$ cat src/design/ffha_pkg.sv
// shared types, constants and helpers for the first-fit heap allocator
`default_nettype none

package ffha_pkg;

   // heap geometry
   localparam int HEAP_WORDS = 65536;
   localparam int OFS_W      = $clog2(HEAP_WORDS);
   localparam int SIZE_W     = $clog2(HEAP_WORDS + 1);
   localparam int STEP_W     = $clog2(HEAP_WORDS + 1);

   // field widths
   localparam int REQ_W  = 17;
   localparam int PTR_W  = 32;
   localparam int CALC_W = ((SIZE_W > REQ_W) ? SIZE_W : REQ_W) + 2;

   localparam int HDR_WORDS = 2;
   localparam int MIN_TAIL  = 3;
   localparam logic [PTR_W-1:0] BASE_RESET = 32'h0010_0000;

   // request commands
   localparam logic CMD_ALLOC = 1'b0;
   localparam logic CMD_FREE  = 1'b1;

   typedef enum logic [1:0] {
      STATUS_ALLOC = 2'd0,
      STATUS_NOFIT = 2'd1,
      STATUS_ZERO  = 2'd2,
      STATUS_FREED = 2'd3
   } status_type;

   typedef struct packed {
      logic             cmd;
      logic [REQ_W-1:0] request_words;
      logic [PTR_W-1:0] block_pointer;
   } req_type;

   typedef struct packed {
      logic [PTR_W-1:0] result_pointer;
      status_type       status;
   } rsp_type;

   // block header: size in words (header included), link valid, link offset
   typedef struct packed {
      logic [SIZE_W-1:0] size;
      logic              link;
      logic [OFS_W-1:0]  next;
   } hdr_type;

   localparam hdr_type HDR_RESET = '{size: SIZE_W'(HEAP_WORDS), link: 1'b0, next: '0};

   typedef struct packed {
      logic             en;
      logic [OFS_W-1:0] addr;
      hdr_type          data;
   } hdr_wr_type;

   typedef struct packed {
      logic             en;
      logic [OFS_W-1:0] addr;
   } hdr_rd_type;

   typedef enum logic [3:0] {
      DP_NOP,
      DP_LOAD,
      DP_RD_BLK,
      DP_LATCH_BLK,
      DP_RD_CUR,
      DP_LATCH_CUR,
      DP_ADVANCE,
      DP_WR_NB,
      DP_WR_PREV_ALLOC,
      DP_WR_CUR,
      DP_WR_BLK,
      DP_WR_PREV_FREE
   } dp_op_type;

   typedef struct packed {
      dp_op_type op;
   } dp_cmd_type;

   typedef struct packed {
      logic             is_free;
      logic             req_zero;
      logic             free_skip;
      logic             cur_ok;
      logic             steps_done;
      logic             fit;
      logic             cur_lt_blk;
      logic             cur_eq_blk;
      logic [PTR_W-1:0] alloc_ptr;
   } dp_stat_type;

   // size sum clamped to the heap length
   function automatic logic [SIZE_W-1:0] sat_add(input logic [SIZE_W-1:0] a,
                                                 input logic [SIZE_W-1:0] b);
      logic [SIZE_W:0] sum;
      sum = {1'b0, a} + {1'b0, b};
      if (sum > (SIZE_W + 1)'(HEAP_WORDS)) begin
         return SIZE_W'(HEAP_WORDS);
      end
      return sum[SIZE_W-1:0];
   endfunction

endpackage

`default_nettype wire

$ cat src/design/ffha_ctrl.sv
// controller: request sequencing, list walk steps and the result register
`default_nettype none

module ffha_ctrl
   import ffha_pkg::*;
(
   input  wire         clock,
   input  wire         reset,
   input  wire         req_valid,
   output logic        req_stall,
   output logic        rsp_valid,
   input  wire         rsp_stall,
   output rsp_type     rsp_data,
   output dp_cmd_type  cmd,
   input  dp_stat_type stat
);

   typedef enum logic [3:0] {
      S_IDLE,
      S_CHECK,
      S_A_RD,
      S_A_EV,
      S_A_WNB,
      S_A_WPRV,
      S_A_WCUR,
      S_F_RDB,
      S_F_LDB,
      S_F_RD,
      S_F_EV,
      S_F_MN,
      S_F_MP,
      S_FINISH
   } state_type;

   state_type  state_ff, state_in;
   status_type code_ff, code_in;
   logic       rsp_valid_ff, rsp_valid_in;
   rsp_type    rsp_data_ff, rsp_data_in;
   logic       load;

   always_comb begin
      state_in = state_ff;
      code_in  = code_ff;
      cmd.op   = DP_NOP;
      load     = 1'b0;

      unique case (state_ff)
         S_IDLE: begin
            if (req_valid) begin
               cmd.op   = DP_LOAD;
               state_in = S_CHECK;
            end
         end
         S_CHECK: begin
            if (stat.is_free) begin
               if (stat.free_skip) begin
                  code_in  = STATUS_FREED;
                  state_in = S_FINISH;
               end else begin
                  state_in = S_F_RDB;
               end
            end else if (stat.req_zero) begin
               code_in  = STATUS_ZERO;
               state_in = S_FINISH;
            end else begin
               state_in = S_A_RD;
            end
         end
         S_A_RD: begin
            if (!stat.cur_ok || stat.steps_done) begin
               code_in  = STATUS_NOFIT;
               state_in = S_FINISH;
            end else begin
               cmd.op   = DP_RD_CUR;
               state_in = S_A_EV;
            end
         end
         S_A_EV: begin
            if (stat.fit) begin
               cmd.op   = DP_LATCH_CUR;
               state_in = S_A_WNB;
            end else begin
               cmd.op   = DP_ADVANCE;
               state_in = S_A_RD;
            end
         end
         S_A_WNB: begin
            cmd.op   = DP_WR_NB;
            state_in = S_A_WPRV;
         end
         S_A_WPRV: begin
            cmd.op   = DP_WR_PREV_ALLOC;
            state_in = S_A_WCUR;
         end
         S_A_WCUR: begin
            cmd.op   = DP_WR_CUR;
            code_in  = STATUS_ALLOC;
            state_in = S_FINISH;
         end
         S_F_RDB: begin
            cmd.op   = DP_RD_BLK;
            state_in = S_F_LDB;
         end
         S_F_LDB: begin
            cmd.op   = DP_LATCH_BLK;
            state_in = S_F_RD;
         end
         S_F_RD: begin
            if (!stat.cur_ok) begin
               state_in = S_F_MN;
            end else begin
               cmd.op   = DP_RD_CUR;
               state_in = S_F_EV;
            end
         end
         S_F_EV: begin
            code_in = STATUS_FREED;
            if (stat.cur_lt_blk) begin
               if (stat.steps_done) begin
                  state_in = S_FINISH;
               end else begin
                  cmd.op   = DP_ADVANCE;
                  state_in = S_F_RD;
               end
            end else if (stat.cur_eq_blk) begin
               // block already on the free list
               state_in = S_FINISH;
            end else begin
               cmd.op   = DP_LATCH_CUR;
               state_in = S_F_MN;
            end
         end
         S_F_MN: begin
            cmd.op   = DP_WR_BLK;
            state_in = S_F_MP;
         end
         S_F_MP: begin
            cmd.op   = DP_WR_PREV_FREE;
            code_in  = STATUS_FREED;
            state_in = S_FINISH;
         end
         S_FINISH: begin
            if (!rsp_valid_ff || !rsp_stall) begin
               load     = 1'b1;
               state_in = S_IDLE;
            end
         end
         default: begin
            state_in = S_IDLE;
         end
      endcase
   end

   // result register frees the walk as soon as it is loaded
   assign rsp_valid_in = load | (rsp_valid_ff & rsp_stall);

   always_comb begin
      rsp_data_in = rsp_data_ff;
      if (load) begin
         rsp_data_in.result_pointer = (code_ff == STATUS_ALLOC) ? stat.alloc_ptr : '0;
         rsp_data_in.status         = code_ff;
      end
   end

   always_ff @(posedge clock) begin
      if (reset) begin
         state_ff     <= S_IDLE;
         rsp_valid_ff <= 1'b0;
      end else begin
         state_ff     <= state_in;
         rsp_valid_ff <= rsp_valid_in;
      end
      code_ff     <= code_in;
      rsp_data_ff <= rsp_data_in;
   end

   assign req_stall = (state_ff != S_IDLE);
   assign rsp_valid = rsp_valid_ff;
   assign rsp_data  = rsp_data_ff;

endmodule

`default_nettype wire

$ cat config.mk
export PLATFORM = sky130hd
export DESIGN_NAME = ffha_ctrl
export DESIGN_NICKNAME = d
export VERILOG_FILES = /design/src/design/ffha_pkg.sv /design/src/design/ffha_ctrl.sv
export SDC_FILE = /design/constraint.sdc
export NUM_CORES = 1
export LEC_CHECK = 0
export CORE_UTILIZATION = 65
export CTS_BUF_LIST = sky130_fd_sc_hd__clkbuf_2 sky130_fd_sc_hd__clkbuf_4 sky130_fd_sc_hd__clkbuf_8
export DETAILED_ROUTE_END_ITERATION = 10
export DONT_BUFFER_PORTS = 1
export PLACE_DENSITY = 0.89
export SYNTH_ARGS = -nofsm -noshare
export SYNTH_HDL_FRONTEND = slang
export SYNTH_SLANG_ARGS = --single-unit
export TNS_END_PERCENT = 10
$ cat constraint.sdc
create_clock -name clock -period 5.82 [get_ports clock]
set_input_delay 0 -clock clock [delete_from_list [all_inputs] [get_ports clock]]
set_output_delay 0 -clock clock [all_outputs]
set_load 0.01 [all_outputs]
==> flow_summary.ini, run 1 <==
[layout]
diodes = 0
drive_gt1_share_pct = 8.72
syn_to_final_growth_pct = 24.0
finalNonFillerCells = 226
nets = 238

[cts]
clk_latency_ns = 0.35
cts_tree = built
cts_buffers = 5
cts.sinks = 41
postCtsSetupBuffers = 0
cts_buffer_depth = 2
cts-root-buf = clkbuf_4
ctsResizeCount = 0
clkTransAtPathRegs_ns = 0.11
cts_htree_levels = 2

[setup_path]
r2r_start = state_ff[0]$_SDFFE_PP0P_
start_kind = flop
crit_family = compound AO/OA/AOI/OAI gates
reg2regPathDepth = 3
endpoint_kind = flop
r2r-end = rsp_data[25]$_SDFFCE_PP0P_
path_class = reg2reg
cp_max_fo = 34
crit_path_top_delay_cell = a21oi_4
cp.required_ns = 5.79
cp.arrival_ns = 2.52
path_cells = nor2b_1 > nand3_1 > a21oi_4
r2r_slack_ns = 3.27
slowest_delay_ns = 0.85
critPathBufInv = 0

[detailed_routing]
drt_iter0_drc = 58
vias_per_cell = 6.16
first_pass_iters = 4
drt_wl_total_um = 4160
dr_total_vias = 1393
post-route-drc-count = 0
postRouteAntennaNets = 0
wl_per_cell_um = 18.4

[synth]
yosys_warnings = 0
ys_ff_latch = 41
synthesis.area_um2 = 1940
yosysTopAreaCell = edfxtp_1
yosysSeqAreaShare_pct = 60.9
synth_top_area_share_pct = 55.7
synth_cell_types = 41
syn_nets = 201
synth_area_per_cell_um2 = 12.4
postSynthCellCount = 157
synth_area_leaders = edfxtp_1, and2_1, dfxtp_1

[sta]
slew_headroom_pct = 32.7
max_freq_mhz = 392
tns_ns = 0
worst_pin_slew_ns = 1.01
clock_skew_ns = 0.0175
rsz0062_at_grt = false
period_share_pct = 43.8
fin_crit_ns = 2.55
hold-worst-slack_ns = -0.00108
finalSetupViolCount = 0
drv_slew = 0
finalHoldViolCount = 1

[floorplanning]
io_pins = 84
core_area_um2 = 2780
start_util_pct = 69.8
die_h_um = 56.6
die_w_um = 56.6
die-area_um2 = 3210
num_rows = 19

[global_route]
antenna_found_initial = 0
grt_pass1_wl_um = 6690
grt_pass1_vias = 1352
grt_max_degree = 35
overflow = 0
grt_usage_pct = 28.4

[outcome]
status = finished with violations
violations = hold timing

[min_path]
worstHoldStart = stat[36]
hold_path_end = state_ff[0]$_SDFFE_PP0P_
worstHoldPathCells = 3
hold_path_class = in2reg

[place]
io_buffers = 0
place.gp.congestion = 0.844
place_hpwl_um = 2510
place_inst = 178

[power_and_ir_drop]
peakVddDrop_v = 0.000392
power.leakage_nw = 0.851
p_per_area_nw_per_um2 = 362

[flow_run]
maxCapViolCount = 0
[cell usage after synthesis, drive strengths merged]
| cell | number |
|---|---|
| a2111oi | 1 |
| a21bo | 1 |
| a21oi | 15 |
| a221oi | 1 |
| a22o | 2 |
| a22oi | 1 |
| a2bb2oi | 1 |
| a311o | 1 |
| a311oi | 1 |
| a31oi | 2 |
| a32oi | 1 |
| a41oi | 1 |
| and2 | 32 |
| and2b | 2 |
| and4b | 1 |
| buf | 8 |
| clkbuf | 3 |
| dfxtp | 5 |
| edfxtp | 36 |
| inv | 5 |
| mux2 | 1 |
| mux2i | 1 |
| nand2 | 4 |
| nand3 | 3 |
| nand3b | 4 |
| nand4b | 1 |
| nor2 | 5 |
| nor2b | 2 |
| nor3 | 2 |
| nor4 | 1 |
| o21ai | 3 |
| o221ai | 2 |
| o311a | 1 |
| o31ai | 3 |
| or3b | 2 |
| xor2 | 2 |
[logic make-up (layout without fill, tap and decap cells)]
logic type / Yosys count / in the layout / synth area share (%)
AO/OA/AOI/OAI: 37 / 37 / 13.7
XOR/XNOR: 2 / 2 / 0.903
buffers and inverters: 16 / 54 / 4.64
flip-flops: 41 / 41 / 60.9
multiplexers: 2 / 2 / 1.10
AND/OR/NAND/NOR: 59 / 59 / 18.8
[worst max path at each step]
stage | startpoint | end | slack, ns | depth (start not counted)
6_report | state_ff[0]$_SDFFE_PP0P_ | rsp_data[25]$_SDFFCE_PP0P_ | 3.27 | 3
5_1_grt | state_ff[0]$_SDFFE_PP0P_ | rsp_data[1]$_DFFE_PP_ | 3.13 | 3
4_1_cts | state_ff[0]$_SDFFE_PP0P_ | rsp_data[4]$_SDFFCE_PP0P_ | 3.34 | 3
3_5_place_dp | state_ff[0]$_SDFFE_PP0P_ | rsp_data[15]$_SDFFCE_PP0P_ | 3.36 | 3
3_3_place_gp | state_ff[0]$_SDFFE_PP0P_ | rsp_data[15]$_SDFFCE_PP0P_ | 3.49 | 3
2_1_floorplan | state_ff[0]$_SDFFE_PP0P_ | rsp_data[0]$_DFFE_PP_ | 2.87 | 4
[registers in the layout, summed over array words and instances, names as in the netlist]
register   cells
rsp_data      34
rsp_valid      1
state_ff       4
code_ff        2
[worst reg2reg max path: cells and delay by family, from the launching register on]
kind / cells / cell delay [ns]
flops: 1 / 0.69
simple gates: 2 / 0.64
compound gates: 1 / 0.85
[layer usage]
| metal | vias up | part of all wire, % | global-route usage [%] |
|---|---|---|---|
| met1 | 647 | 39 | 33.8 |
| met2 | 82 | 51 | 49.2 |
| met4 | 0 | 2.4 | 11.5 |
| met3 | 12 | 7.6 | 6.91 |
| li1 | 652 | - | - |
| met5 | - | 0 | 0 |
[timing repair]
item	in CTS	in global routing
hold buffers	40	0
endpoints found under the hold margin	38	0
endpoints found under the setup margin	0	0
[layout by cell type, fill, tap and decap left out, drive strengths merged, types with 2 or more instances in the layout]
| cell type | instances |
|---|---|
| and2b | 2 |
| o31ai | 3 |
| nor2b | 2 |
| nand3 | 3 |
| edfxtp | 36 |
| dfxtp | 5 |
| nor2 | 5 |
| a21oi | 15 |
| and2 | 32 |
| dlygate4sd3 | 40 |
| a22o | 2 |
| xor2 | 2 |
| inv | 5 |
| a31oi | 2 |
| or3b | 2 |
| o221ai | 2 |
| o21ai | 3 |
| nand3b | 4 |
| nand2 | 4 |
| clkbuf | 6 |
| nor3 | 2 |
[layout make-up]
class / count / area, µm²
clock buffers: 6 / 45.0
clock inverters: 2 / 35.0
fillers: 142 / 374
inverters: 5 / 18.8
multi-input cells: 100 / 681
flip-flops and latches: 41 / 1180
well taps: 31 / 38.8
repair buffers: 41 / 408
[where the power goes]
group	internal (mW)	switching [mW]	total, mW
clock	0.0947	0.0892	0.184
sequential	0.355	0.0718	0.427
combinational	0.123	0.137	0.260
[stage by stage]
stage	area [µm²]	util, %	hold slack, ns	setup WS [ns]	power [mW]
4_1_cts	2410	86.5	0.00857	3.34	0.860
5_1_grt	2410	86.5	0.0115	3.13	0.913
6_report	2410	86.5	-0.00108	3.27	0.871
3_3_place_gp	1930	69.3	0.0613	3.49	0.647
2_1_floorplan	1940	-	0.0542	2.87	0.633
3_5_place_dp	1930	69.3	0.0632	3.36	0.655
(Power assumes the default switching activity.)
==> run 2: changes to the inputs <==
--- a/config.mk
+++ b/config.mk
@@ -5,11 +5,12 @@
 export SDC_FILE = /design/constraint.sdc
 export NUM_CORES = 1
 export LEC_CHECK = 0
-export CORE_UTILIZATION = 65
+export ABC_AREA = 1
+export CORE_UTILIZATION = 59
 export CTS_BUF_LIST = sky130_fd_sc_hd__clkbuf_2 sky130_fd_sc_hd__clkbuf_4 sky130_fd_sc_hd__clkbuf_8
 export DETAILED_ROUTE_END_ITERATION = 10
 export DONT_BUFFER_PORTS = 1
-export PLACE_DENSITY = 0.89
+export PLACE_DENSITY = 0.86
 export SYNTH_ARGS = -nofsm -noshare
 export SYNTH_HDL_FRONTEND = slang
 export SYNTH_SLANG_ARGS = --single-unit
==> constraint.sdc (replaced) <==
create_clock -name clock -period 2.14 [get_ports clock]
set_input_delay 0 -clock clock [delete_from_list [all_inputs] [get_ports clock]]
set_output_delay 0 -clock clock [all_outputs]
set_load 0.01 [all_outputs]
==> run 2 against run 1 <==
  * The run now ends clean
  * Cell count rose by 33%
  * Clock skew decreased by 0.0082 ns
  * Cell area rose by 2.4%
  * Sequential share of layout area decreased by 1.1 points
  * Register-to-register slack lost 2.9 ns
  * Clock power grew to 2.7 times the previous value
  * First-iteration DRC count increased by 38%
  * Largest cell class unchanged
==> flow_summary.ini, run 2 <==
[layout]
syn_to_final_growth_pct = 26.5
largest_reg_flops = 34
drive_gt1_share_pct = 11.3
multi_input_comb_area_um2 = 564
nets = 299
fin_area_um2 = 2460
final_cell_mix = nor2_1, inv_1, dlygate4sd3_1
finalNonFillerCells = 300
ff_latch_area_um2 = 1180
final_common_cell = nor2_1
nFillCells = 193
fin_util_pct = 79.4
diodes = 0

[setup_path]
r2r_slack_ns = 0.33
cp_max_fo = 5
start_kind = flop
endpoint_kind = flop
r2r_start = state_ff[2]$_SDFFE_PP0P_
path_class = reg2reg
reg2regPathDepth = 8
r2r-end = state_ff[1]$_SDFFE_PP0P_
cp.arrival_ns = 2.06
cp.required_ns = 2.38

[detailed_routing]
dr_total_vias = 1534
vias_per_cell = 5.11
drt_wl_total_um = 4270
postRouteAntennaNets = 0
drt_iter0_drc = 80
post-route-drc-count = 0
wl_per_cell_um = 14.2
first_pass_iters = 4

[global_route]
overflow = 0
grt_pass1_wl_um = 6310
grt_usage_pct = 25.6
antenna_found_initial = 0
grt_max_degree = 35
grt_pass1_vias = 1455

[cts]
cts_buffer_depth = 2
cts_tree = built
postCtsSetupBuffers = 0
ctsResizeCount = 0
clkTransAtPathRegs_ns = 0.11
cts_buffers = 5
clk_latency_ns = 0.34
cts_htree_levels = 2
cts-root-buf = clkbuf_4
cts.sinks = 41

[floorplanning]
start_util_pct = 62.8
num_rows = 20
io_pins = 84
core_area_um2 = 3100
die_w_um = 59.5
die_h_um = 59.5
die-area_um2 = 3540

[min_path]
worstHoldStart = stat[34]
hold_path_end = state_ff[2]$_SDFFE_PP0P_
worstHoldPathCells = 6
hold_path_class = in2reg

[place]
place.gp.congestion = 0.940
place_inst = 255
post_dp_cell_area_um2 = 2020
io_buffers = 0
place_hpwl_um = 2720

[sta]
fin_crit_ns = 1.81
tns_ns = 0
drv_slew = 0
period_share_pct = 84.8
max_freq_mhz = 551
finalSetupViolCount = 0
slew_headroom_pct = 61.7
hold-worst-slack_ns = 0.0276
rsz0062_at_grt = false
worst_pin_slew_ns = 0.575
clock_skew_ns = 0.00933
finalHoldViolCount = 0

[synth]
synth_cell_types = 24
synth_area_per_cell_um2 = 9.10
postSynthCellCount = 214
yosysSeqAreaShare_pct = 60.6
yosys_warnings = 0
yosysMostFrequentCell = nor2_1
ys_ff_latch = 41
synth-edff-count = 36
syn_nets = 258
synthArstFlopShare_pct = 0
ys.flop_type = edfxtp_1
synth_area_leaders = edfxtp_1, nor2_1, inv_1
ys_top_cells_by_count = nor2_1, inv_1, edfxtp_1, nand2_1, nand3_1
yosysTopAreaCell = edfxtp_1
synthesis.area_um2 = 1950
synth_top_area_share_pct = 55.5

[outcome]
status = finished clean

[flow_run]
maxCapViolCount = 0

[power_and_ir_drop]
p_per_area_nw_per_um2 = 863
peakVddDrop_v = 0.000521
power.leakage_nw = 1.12
## run 2: area by class of cell
| class | instances | area share (%) |
|---|---|---|
| clock inverters | 2 | 1.37 |
| clock buffers | 6 | 1.83 |
| well taps | 44 | 2.23 |
| repair buffers | 38 | 15.8 |
| inverters | 52 | 7.92 |
| flip-flops and latches | 41 | 47.9 |
| multi-input cells | 117 | 22.9 |
## run 2: how the worst max path moves through the flow
stage	end	slack, ns	start
5_1_grt	state_ff[1]$_SDFFE_PP0P_	0.13	state_ff[2]$_SDFFE_PP0P_
4_1_cts	state_ff[1]$_SDFFE_PP0P_	0.33	state_ff[2]$_SDFFE_PP0P_
6_report	state_ff[1]$_SDFFE_PP0P_	0.33	state_ff[2]$_SDFFE_PP0P_
3_5_place_dp	rsp_data[17]$_SDFFCE_PP0P_	0.63	state_ff[2]$_SDFFE_PP0P_
2_1_floorplan	rsp_data[0]$_DFFE_PP_	0.06	state_ff[2]$_SDFFE_PP0P_
3_3_place_gp	rsp_data[24]$_SDFFCE_PP0P_	0.68	state_ff[3]$_SDFFE_PP0P_
## run 2: cells by family (layout without fill, tap and decap cells)
group / after synthesis / after routing / synth area share [%]
buf+inv: 56 / 98 / 10.8
simple gates: 103 / 103 / 24.1
flops: 41 / 41 / 60.6
compound gates: 14 / 14 / 4.50
## run 2: worst max-delay path, cell delays in order (launching register included)
cell	delay (ns)
dfxtp_1	0.50
inv_2	0.08
nand2_1	0.09
nor2_1	0.06
nand3_1	0.09
nand3_1	0.08
nor3_1	0.19
nor2_1	0.06
dlygate4sd3_1	0.55
## run 2: what timing repair did
item | in CTS | in global routing
setup endpoints to repair | 0 | 0
hold buffers | 37 | 0
endpoints found under the hold margin | 38 | 0
## run 2: routing by layer
metal	global-route usage (%)	share of wire, %	wire (µm)
met5	0	0	0
met4	13.9	3.9	168
met3	8.52	7.1	303
met2	45.4	53	2260
met1	26.4	36	1540
## run 2: per-stage QoR
stage          setup slack, ns  power, mW
6_report                 0.325       2.13
5_1_grt                  0.134       2.24
4_1_cts                  0.330       2.12
3_5_place_dp             0.626       1.58
3_3_place_gp             0.680       1.58
2_1_floorplan           0.0624       1.47
## run 2: report_power, final
group / switching, mW / leakage (nW) / internal, mW
clock: 0.240 / 0.0433 / 0.256
combinational: 0.396 / 0.705 / 0.219
sequential: 0.0704 / 0.371 / 0.946
total: 0.706 / 1.12 / 1.42
